**src/sv/pixel_format_to_rgba8_defines.svh**
```systemverilog
// Assertion macros shared by the conversion block.
`ifndef PIXEL_FORMAT_TO_RGBA8_DEFINES_SVH
`define PIXEL_FORMAT_TO_RGBA8_DEFINES_SVH

// Condition and consequence in the same cycle.
`define PFRGBA_ASSERT_HOLDS(label, ante, cons, msg) \
  label: assert property (@(posedge clk) disable iff (rst) (ante) |-> (cons)) \
    else $error(msg);

// Consequence checked in the cycle after the condition.
`define PFRGBA_ASSERT_NEXT(label, ante, cons, msg) \
  label: assert property (@(posedge clk) disable iff (rst) (ante) |=> (cons)) \
    else $error(msg);

`endif

```
**src/sv/pfrgba_pkg.sv**
```systemverilog
package pfrgba_pkg;

  localparam int CFG_INDEX_W = 1;
  localparam int CFG_DATA_W  = 9;

  typedef enum logic [CFG_INDEX_W-1:0] {
    REG_PIXEL_FORMAT = 1'b0,
    REG_PALETTE_SIZE = 1'b1
  } cfg_reg_t;

  typedef enum logic [3:0] {
    FMT_GREY1      = 4'd0,
    FMT_GREY2      = 4'd1,
    FMT_GREY4      = 4'd2,
    FMT_GREY8      = 4'd3,
    FMT_ALPHA_GREY = 4'd4,
    FMT_GREY_ALPHA = 4'd5,
    FMT_RGB        = 4'd6,
    FMT_ARGB       = 4'd7,
    FMT_RGBA       = 4'd8,
    FMT_INDEX1     = 4'd9,
    FMT_INDEX2     = 4'd10,
    FMT_INDEX4     = 4'd11,
    FMT_INDEX8     = 4'd12
  } fmt_t;

  typedef enum logic [1:0] {
    ST_OK          = 2'd0,
    ST_INDEX_RANGE = 2'd1,
    ST_UNSUPPORTED = 2'd2
  } status_t;

  typedef enum logic {
    CMD_CONVERT = 1'b0,
    CMD_WRITE   = 1'b1
  } cmd_t;

  typedef struct packed {
    cmd_t        command;
    logic [31:0] pixel_bytes;
    logic [2:0]  column_low;
    logic [7:0]  entry_index;
    logic [31:0] entry_color;
  } in_item_t;

  typedef struct packed {
    logic [7:0] red;
    logic [7:0] green;
    logic [7:0] blue;
    logic [7:0] alpha;
    status_t    status;
  } out_item_t;

  // Colour word laid out like a palette entry: red in the low byte.
  typedef struct packed {
    logic [7:0] alpha;
    logic [7:0] blue;
    logic [7:0] green;
    logic [7:0] red;
  } color_t;

  typedef struct packed {
    color_t     color;
    status_t    status;
    logic       use_pal;
    logic [7:0] index;
  } unpack_t;

endpackage

```
**src/sv/pfrgba_unpack.sv**
```systemverilog
module pfrgba_unpack (
  input  pfrgba_pkg::fmt_t    pixel_format,
  input  logic [31:0]         pixel_bytes,
  input  logic [2:0]          column_low,
  output pfrgba_pkg::unpack_t decode
);
  import pfrgba_pkg::*;

  logic [7:0] b0, b1, b2, b3;
  logic       v1;
  logic [1:0] v2;
  logic [3:0] v4;

  assign b0 = pixel_bytes[7:0];
  assign b1 = pixel_bytes[15:8];
  assign b2 = pixel_bytes[23:16];
  assign b3 = pixel_bytes[31:24];

  // Sub-byte pixels are packed most significant first.
  assign v1 = b0[~column_low];
  assign v2 = 2'(b0 >> {~column_low[1:0], 1'b0});
  assign v4 = 4'(b0 >> {~column_low[0], 2'b00});

  always_comb begin
    decode = '0;
    decode.status = ST_OK;
    unique case (pixel_format)
      FMT_GREY1: begin
        decode.color = {8'hFF, {3{{8{v1}}}}};
      end
      FMT_GREY2: begin
        // v * 85 is the 2-bit value repeated across the byte.
        decode.color = {8'hFF, {3{{4{v2}}}}};
      end
      FMT_GREY4: begin
        decode.color = {8'hFF, {3{{2{v4}}}}};
      end
      FMT_GREY8:      decode.color = {8'hFF, b0, b0, b0};
      FMT_ALPHA_GREY: decode.color = {b0, b1, b1, b1};
      FMT_GREY_ALPHA: decode.color = {b1, b0, b0, b0};
      FMT_RGB:        decode.color = {8'hFF, b2, b1, b0};
      FMT_ARGB:       decode.color = {b0, b3, b2, b1};
      FMT_RGBA:       decode.color = {b3, b2, b1, b0};
      FMT_INDEX1: begin
        decode.use_pal = 1'b1;
        decode.index   = {7'd0, v1};
      end
      FMT_INDEX2: begin
        decode.use_pal = 1'b1;
        decode.index   = {6'd0, v2};
      end
      FMT_INDEX4: begin
        decode.use_pal = 1'b1;
        decode.index   = {4'd0, v4};
      end
      FMT_INDEX8: begin
        decode.use_pal = 1'b1;
        decode.index   = b0;
      end
      default: decode.status = ST_UNSUPPORTED;
    endcase
  end
endmodule

```
**config.mk**
```make
export PLATFORM = sky130hd
export DESIGN_NAME = pfrgba_unpack
export DESIGN_NICKNAME = d
export VERILOG_FILES = /design/src/sv/pixel_format_to_rgba8_defines.svh /design/src/sv/pfrgba_pkg.sv /design/src/sv/pfrgba_unpack.sv
export SDC_FILE = /design/constraint.sdc
export NUM_CORES = 1
export LEC_CHECK = 0
export BUFFER_PORTS_ARGS = -buffer_cell sky130_fd_sc_hd__buf_2
export CAP_MARGIN = 20
export CORE_UTILIZATION = 45
export DETAILED_ROUTE_END_ITERATION = 10
export GPL_ROUTABILITY_DRIVEN = 0
export GPL_TIMING_DRIVEN = 0
export PLACE_DENSITY = 0.78
export SLEW_MARGIN = 20
export SYNTH_ARGS = -nofsm -noshare
export SYNTH_HDL_FRONTEND = slang
export SYNTH_SLANG_ARGS = --single-unit
```
**constraint.sdc**
```tcl
create_clock -name vclk -period 3
set_input_delay 0.9 -clock vclk [all_inputs]
set_output_delay 0.9 -clock vclk [all_outputs]
set_load 0.02 [all_outputs]
```
After elaboration in Yosys (flattened, before gate mapping)
Index checks and enable logic that the tools add are counted.
{"block": "op_classes", "add_sub_neg": 0, "n_mul": 0, "div_mod_pow": 0, "magnitude_cmp": 1, "n_eq_ne": 12, "shift": 2, "muxes": 5, "bitwise_logic": 3, "reduce_logical": 2}
{"op": "$pmux W32 S9", "n": 1}
{"op": "$pmux W9 S4", "n": 1}
{"op": "$eq A4 B4 Y1 const B", "n": 5}
{"op": "$eq A4 B3 Y1 const B", "n": 4}
{"op": "$reduce_or A13 Y1", "n": 1}
{"op": "$eq A4 B2 Y1 const B", "n": 2}
{"op": "$shr A8 B3 Y2", "n": 1}
{"op": "$shr A8 B3 Y4", "n": 1}
{"op": "$eq A4 B1 Y1 const B", "n": 1}
{"op": "$logic_not A4 Y1", "n": 1}
{"op": "$lt A3 B4 Y1 const B", "n": 1}
{"op": "$bmux W1 S3", "n": 1}
{"op": "$not A3 Y3", "n": 1}
{"op": "$mux W2", "n": 1}
{"op": "$not A2 Y2", "n": 1}
{"op": "$mux W1", "n": 1}
{"op": "$not A1 Y1", "n": 1}
{"block": "word_totals", "register_bits": 0, "latch_bits": 0, "ramBits": 0, "mem_bits_ro": 0, "inputBits": 39, "out_inout_bits": 43, "wordCells": 25, "mem_count": 0}

Longest topological paths before layout
Gate-level depths: netlist of the first run.
{"block": "depth", "depth_word": 4, "ltp_mapped": 7, "mapped_depth_nobuf": 4}

Least setup slack after synthesis of the first run
OpenSTA, ideal clock, no wires.
{"block": "synth_timing", "path_kind": "input to output", "startpoint": "input pixel_bytes[0]", "endpoint": "output decode[11] (netlist bit)", "arrival_time_ns": 2.146, "path_slack_ns": -0.046, "cell_stages": 6, "n_path_buf": 2, "path_cell_list": "buf_6 -> mux4_2 -> and3_4 -> a31oi_4 -> buf_6 -> nand3_1"}
{"item": "start: declaration", "line_no": "pfrgba_unpack.sv:3", "rtl": "input logic [31:0] pixel_bytes,"}
{"item": "end: declaration", "line_no": "pfrgba_unpack.sv:5", "rtl": "output pfrgba_pkg::unpack_t decode"}

==> flow_metrics.tcl, run 1 <==
set metrics [dict create \
    status "finished with violations" \
    violations "negative setup slack" \
    die_w_um 60.5 \
    worstPathMaxFanout 10 \
    cp.arrival_ps 2690 \
    critPathKind "in -> out" \
    finalHoldViolCount 0 \
    synth_area_leaders "a22oi_1 12%, buf_6 6.6%, or4bb_1 5.8%" \
    total_power_mw 0.559 \
    drive_gt1_share_pct 61.5 \
    initial_core_util_pct 48.8 \
    coreArea_um2 3150 \
    grt_pass1_vias 2251 \
    postSynthAreaPerCell_um2 7.44 \
    wire_per_inst_um 26.6 \
    synth-simple-area-share_pct 39.8 \
    synth_warnings 0 \
    n_antenna_cell 0 \
    cts_hold_buf 0 \
    dp_hpwl_mm 4.08 \
    synth_top_cell_area_share_pct 11.7 \
    rsz0062_at_grt "true" \
    grtUsageMet2_pct 68.3 \
    synth_adder_area_share_pct 0 \
    path_delay_family "simple AND/OR/NAND/NOR gates" \
    synth_compound_area_share_pct 39.1 \
    synth_top_cell_by_area "a22oi_1" \
    slowest_delay_ps 790 \
    ant_nets 0 \
    first_pass_iters 7 \
    grt_overflow_total 0 \
    finalSetupViolCount 37 \
    grt_use_met3_pct 8.74 \
    die_h_um 60.5 \
    crit_chain "buf_8 -> buf_8 -> buf_12 -> buf_6 -> nor3_1 -> a211oi_4 -> nand3_2 -> buf_6" \
    yosysMostFrequentCell "a22oi_1" \
    yosys-top-cells-count "24 x a22oi_1, 15 x a21oi_1, 14 x nand3_1" \
    setup_slack_ps -585 \
    busiest_layer "met2" \
    post_dp_cell_area_um2 1970 \
    vdd_ir_drop_max_mv 0.143 \
    drc_errors 0 \
    io_buffers 74 \
    syn_inst 207 \
    ioPinCount 82 \
    slew_headroom_pct 35.3 \
    worst_slew_pin_slew_ps 962 \
    routed_via_density 7.68 \
    track_usage_pct 41.2 \
    seq_cell_count 0 \
    worst-path-buf-inv 5 \
    hp-class "in -> out" \
    drt-total-wl_mm 9.04 \
    crit_path_end_kind "output port" \
    area_growth_pct 82.5 \
    max_freq_mhz 279 \
    grt_pass1_wl_mm 11.3 \
    fin_crit_ps 3590 \
    final.clkbuf_count 0 \
    crit_slowest_cell "nor3_1" \
    die_area_um2 3660 \
    synthXorXnorAreaFrac_pct 1.79 \
    yosysSeqAreaShare_pct 0 \
    nets 337 \
    worstSetupStartpointType "input port" \
    maxCapViolations 0 \
    syn_area_um2 1540 \
    preCtsSetupSlack_ps -376 \
    final-seq-area_um2 0 \
    maxSlewViolCount 0 \
    min_period_over_period_pct 120 \
    leakage_nw 1.24 \
    drtIter0Drc 360 \
    synth_nets 246 \
    met1_usage_pct 50.1 \
    p_per_area_nw_per_um2 199 \
    synthMuxAreaShare_pct 5.52 \
    num_vias 2612 \
    num_rows 20 \
    ys_types 52 \
    synth_top_family_by_area "simple AND/OR/NAND/NOR gates" \
    required_ps 2100 \
    antenna_found_initial 0 \
    grt_max_degree 11 \
    design_area_um2 2810 \
]
-- metrics by stage --
step | hold slack [ps] | utilization [%] | TNS (ps) | std cells
after floorplan | 1980 | - | -415 | 207
after global placement | 2150 | 62.3 | -10270 | 325
after detailed placement | 2150 | 62.3 | -10870 | 325
after CTS | 2130 | 83.2 | -3630 | 339
after global routing | 2160 | 89.2 | -8880 | 340
final | 2150 | 89.2 | -7670 | 340
-- path summary, 6_finish.rpt --
| kind | startpoint | endpoint | slack, ps | cells past startpoint |
|---|---|---|---|---|
| min | pixel_bytes[26] | decode[29] | 2150 | 4 |
| max | pixel_format[1] | decode[29] | -590 | 8 |
-- tightest hold or removal path: cells and delay by family --
| family | cells | cell delay [ps] |
|---|---|---|
| buffers and inverters | 2 | 200 |
| AOI/OAI and AO/OA | 1 | 70 |
| and+or+nand+nor | 1 | 70 |
-- cell usage in the layout (no fill, tap or decap), types with 5 or more instances in the layout --
master    synthesis  routed
buf_2             8      37
buf_4             4      33
buf_6             9      25
a22oi_1          24      24
nand3_2           2      13
nand4_1          13      13
nand2_1          13      12
a21oi_2           3      11
o21a_1           10      10
buf_12            0       8
or4bb_1           8       8
nand4b_1          7       7
a221oi_4          0       7
buf_8             0       6
clkbuf_4          0       6
o22ai_2           0       5
-- where the power goes --
| part | switching (mW) | internal, mW | total (mW) | leakage, nW |
|---|---|---|---|---|
| logic | 0.309 | 0.250 | 0.559 | 1.24 |
| clock network | 0 | 0 | 0 | 0 |
| registers | 0 | 0 | 0 | 0 |
| total | 0.309 | 0.250 | 0.559 | 1.24 |
-- metal layers --
metal | wire length (um) | up-vias
met5 | 0 | -
met2 | 3940 | 309
li1 | - | 1014
met3 | 1240 | 118
met1 | 3070 | 1171
met4 | 787 | 0
-- repair_timing --
action	CTS	global route
pin swaps	39	9
buffers inserted	10	3
cloned	5	0
resized for setup	132	43
setup endpoints to repair	39	38
-- cell type report --
type,count,area [um2]
multi-input cells,176,1700
fillers,147,342
inverters,1,3.75
well taps,44,55.1
repair buffers,90,727
plain buffers,29,324
-- cells by family after synthesis --
| kind of cell | Yosys count |
|---|---|
| and+or+nand+nor | 91 |
| AOI/OAI and AO/OA | 77 |
| buffers and inverters | 31 |
| muxes | 6 |
| xor gates and xnor gates | 1 |
| other | 1 |
Note: power is estimated with default switching activity, not from simulation.
==> inputs of run 2 (changes only) <==
CELL_PAD_IN_SITES_DETAIL_PLACEMENT = 0   (was unset)
CELL_PAD_IN_SITES_GLOBAL_PLACEMENT = 1   (was unset)
CORE_MARGIN = 1.5   (was unset)
CORE_UTILIZATION = 33   (was 45)
PLACE_DENSITY = 0.83   (was 0.78)
==> flow_metrics.tcl, run 2 (synthesis results as in run 1) <==
set metrics [dict create \
    num-fill-cells 336 \
    routed_via_density 6.45 \
    track_usage_pct 26.0 \
    seq_cell_count 0 \
    holdPathEnd "decode[29]" \
    die_area_um2 5090 \
    grt_overflow_total 0 \
    num_rows 24 \
    drive_gt1_share_pct 64.6 \
    cp_common_cell "buf_6" \
    hp-class "in -> out" \
    hold_ws_ps 2150 \
    first_pass_iters 5 \
    slew_headroom_pct 65.9 \
    required_ps 2100 \
    nets 355 \
    finalSetupViolCount 41 \
    worst-path-buf-inv 3 \
    comb_power_share_pct 100.0 \
    slowest_delay_ps 510 \
    cts_hold_buf 0 \
    fin_crit_ps 3260 \
    crit_slowest_cell "mux4_2" \
    ant_nets 0 \
    final-seq-area_um2 0 \
    antenna_found_initial 0 \
    setup_slack_ps -258 \
    worst_slew_pin_slew_ps 512 \
    tns_ps -6900 \
    leakage_nw 1.33 \
    crit_path_end_kind "output port" \
    vdd_ir_drop_max_mv 0.104 \
    n_antenna_cell 0 \
    finalHoldViolCount 0 \
    power_switching_share_pct 51.8 \
    stdcell_count 366 \
    p_seq_share_pct 0 \
    wire_per_inst_um 21.0 \
    dp_cells 333 \
    p_int_mw 0.270 \
    worstSetupStartpointType "input port" \
    die_w_um 71.3 \
    max_freq_mhz 307 \
    initial_core_util_pct 34.9 \
    maxSlewViolCount 0 \
    drtIter0Drc 200 \
    crit_chain "buf_12 -> mux4_2 -> and3_4 -> a31oi_4 -> buf_6 -> nand3_2 -> buf_6" \
    final_cell_mix "43 x buf_4, 36 x buf_6, 34 x buf_2" \
    switchingPower_mw 0.290 \
    rsz0062_at_grt "true" \
    p_per_area_nw_per_um2 185 \
    io_buffers 74 \
    dp_hpwl_mm 4.28 \
    drt-total-wl_mm 7.69 \
    drc_errors 0 \
    status "finished with violations" \
    path_delay_family "multiplexers" \
    die_h_um 71.3 \
    coreArea_um2 4410 \
    grt_pass1_wl_mm 10.9 \
    grt_pass1_vias 2178 \
    grt_max_degree 11 \
    critPathKind "in -> out" \
    min_from "pixel_bytes[26]" \
    layout_commonest_cell "buf_4" \
    worstPathMaxFanout 5 \
    hold_path_depth 4 \
    min_period_over_period_pct 109 \
    violations "negative setup slack" \
    p_clk_share_pct 0 \
    num_vias 2360 \
    area_growth_pct 96.6 \
    maxCapViolations 0 \
    cp.arrival_ps 2360 \
    final.clkbuf_count 0 \
    ioPinCount 82 \
]
-- run 2: cell type report --
cell class	instances	area, um2	share of cell area (%)
inverters	1	3.75	0.124
well taps	52	65.1	2.15
plain buffers	30	328	10.8
multi-input cells	176	1690	55.8
repair buffers	107	941	31.1
-- run 2: metal layers --
metal / vias to the layer above / GRT usage [%] / wire [um]
li1: 1049 / - / -
met1: 1140 / 33.7 / 3020
met2: 148 / 45.8 / 3930
met3: 23 / 1.83 / 536
met4: 0 / 8.18 / 202
met5: - / 0 / 0
-- run 2: through the flow --
stage | util, % | power (mW) | instance area (um2) | setup WS (ps)
floorplan | - | 0.243 | 1540 | -46.1
CTS | 60.7 | 0.487 | 2680 | -215
global placement | 44.8 | 0.361 | 1980 | -394
finish | 68.6 | 0.559 | 3030 | -258
global route | 68.6 | 0.584 | 3030 | -292
detailed placement | 44.8 | 0.361 | 1980 | -402
-- run 2: how the worst max path moves through the flow --
stage,cells past startpoint,to,startpoint,slack [ps]
after global routing,9,decode[31],pixel_format[0],-290
after global placement,9,decode[41],pixel_format[0],-390
after floorplan,6,decode[11],pixel_bytes[0],-50
after detailed placement,9,decode[41],pixel_format[0],-400
final,7,decode[25],column_low[0],-260
after CTS,7,decode[21],column_low[0],-210
-- run 2: tightest hold or removal path, delay by kind of cell --
family | cells | cell delay (ps)
buf+inv | 2 | 200
compound gates | 1 | 70
simple gates | 1 | 80
-- run 2: power by group through the flow --
stage,logic (mW),registers (mW),clock network [mW]
6_report,0.559,0,0
5_1_grt,0.584,0,0
4_1_cts,0.487,0,0
3_5_place_dp,0.361,0,0
3_3_place_gp,0.361,0,0
2_1_floorplan,0.243,0,0
-- run 2: timing repair --
action,4_1_cts,5_1_grt
resized for setup,131,64
endpoints found under the setup margin,39,41
pin swaps,32,23
buffers inserted,18,12
cloned,6,0
==> inputs of run 3 (changes only) <==
==> constraint.sdc (replaced) <==
create_clock -name vclk -period 3
set_input_delay 0.3 -clock vclk [all_inputs]
set_output_delay 0.3 -clock vclk [all_outputs]
set_load 0.02 [all_outputs]
==> flow_metrics.tcl, run 3 (synthesis results as in run 1) <==
set metrics [dict create \
    dp_hpwl_mm 4.33 \
    grt_pass1_wl_mm 9.30 \
    dp_cells 333 \
    seq_cell_count 0 \
    final_cell_mix "82 x buf_2, 24 x a22oi_1, 15 x a21oi_1" \
    num_rows 24 \
    maxSlewViolCount 0 \
    initial_core_util_pct 34.9 \
    area_growth_pct 28.3 \
    grt_pass1_vias 1935 \
    fin_crit_ps 2230 \
    finalSetupViolCount 0 \
    min_from "pixel_bytes[24]" \
    drive_gt1_share_pct 41.3 \
    hold_ws_ps 953 \
    die_w_um 71.3 \
    final.clkbuf_count 0 \
    die_h_um 71.3 \
    layout_commonest_cell "buf_2" \
    crit_chain "buf_2 -> buf_4 -> buf_6 -> buf_2 -> nor2_2 -> nand2_1 -> a21oi_1 -> o21a_1 -> buf_2" \
    worst_slew_pin_slew_ps 508 \
    worstPathMaxFanout 10 \
    cts_resized 0 \
    required_ps 2700 \
    grt_max_degree 11 \
    ioPinCount 82 \
    n_antenna_cell 0 \
    track_usage_pct 21.9 \
    hp-class "in -> out" \
    rsz0062_at_grt "false" \
    drc_errors 0 \
    tns_ps 0 \
    design_area_um2 1980 \
    crit_slowest_cell "nor2_2" \
    min_period_over_period_pct 74.2 \
    drt-total-wl_mm 5.71 \
    holdPathEnd "decode[35]" \
    nets 322 \
    post_dp_cell_area_um2 1980 \
    crit_path_end_kind "output port" \
    critPathKind "in -> out" \
    wire_per_inst_um 17.2 \
    final-seq-area_um2 0 \
    leakage_nw 0.919 \
    postCtsSetupBuffers 0 \
    maxCapViolations 0 \
    antenna_found_initial 0 \
    cts_hold_buf 0 \
    hold_path_depth 4 \
    slew_headroom_pct 66.1 \
    max_freq_mhz 449 \
    cp.arrival_ps 1930 \
    finalHoldViolCount 0 \
    routed_via_density 6.12 \
    ant_nets 0 \
    p_per_area_nw_per_um2 185 \
    first_pass_iters 4 \
    die_area_um2 5090 \
    status "finished, final reports clean" \
    worstSetupStartpointType "input port" \
    num-fill-cells 487 \
    vdd_ir_drop_max_mv 0.0755 \
    stdcell_count 333 \
    io_buffers 74 \
    num_vias 2038 \
    drtIter0Drc 126 \
    slowest_delay_ps 410 \
    coreArea_um2 4410 \
    grt_overflow_total 0 \
    cp_common_cell "buf_2" \
]
## run 3: cell count changes in the layout (fill, tap and decap cells not counted), moves of 7 or more
cell,delta
clkbuf_1,+7
buf_4,-39
a21oi_1,+10
buf_6,-27
buf_12,-10
buf_2,+48
nand3_1,+12
nand3_2,-10
a21oi_2,-7
## run 3: through the flow
| stage | util [%] | total power, mW | setup slack [ps] |
|---|---|---|---|
| after floorplan | - | 0.243 | 1150 |
| after detailed placement | 44.8 | 0.362 | 797 |
| final | 44.8 | 0.365 | 775 |
| after CTS | 44.8 | 0.364 | 780 |
| after global routing | 44.8 | 0.396 | 645 |
| after global placement | 44.8 | 0.361 | 807 |
## run 3: layout make-up
| type | count | area, um2 | area share (%) |
|---|---|---|---|
| inverter | 1 | 3.75 | 0.190 |
| multi-input combinational | 176 | 1330 | 67.4 |
| timing repair buffer | 74 | 370 | 18.7 |
| tap | 52 | 65.1 | 3.29 |
| buffer | 30 | 205 | 10.4 |
## run 3: worst max-delay path by stage
stage,from,endpoint,slack (ps),depth (start not counted)
global placement,pixel_format[0],decode[41],810,9
detailed placement,pixel_format[0],decode[41],800,9
finish,pixel_format[0],decode[41],770,9
floorplan,pixel_bytes[0],decode[11],1150,6
global route,pixel_format[1],decode[24],640,9
CTS,pixel_format[0],decode[41],780,9
## run 3: critical path: cells and delay by family
family | cells | cell delay (ps)
compound gates | 2 | 300
buf+inv | 5 | 800
simple gates | 2 | 530
## run 3: power by group
part,switching (mW),internal [mW]
combinational,0.224,0.141
clock,0,0
sequential,0,0
## run 3: layer usage
layer	GRT usage [%]	wire length (um)	up-vias
li1	-	-	985
met1	31.0	2540	955
met2	37.6	2790	94
met3	0.703	337	4
met4	3.56	40	0
met5	0	0	-
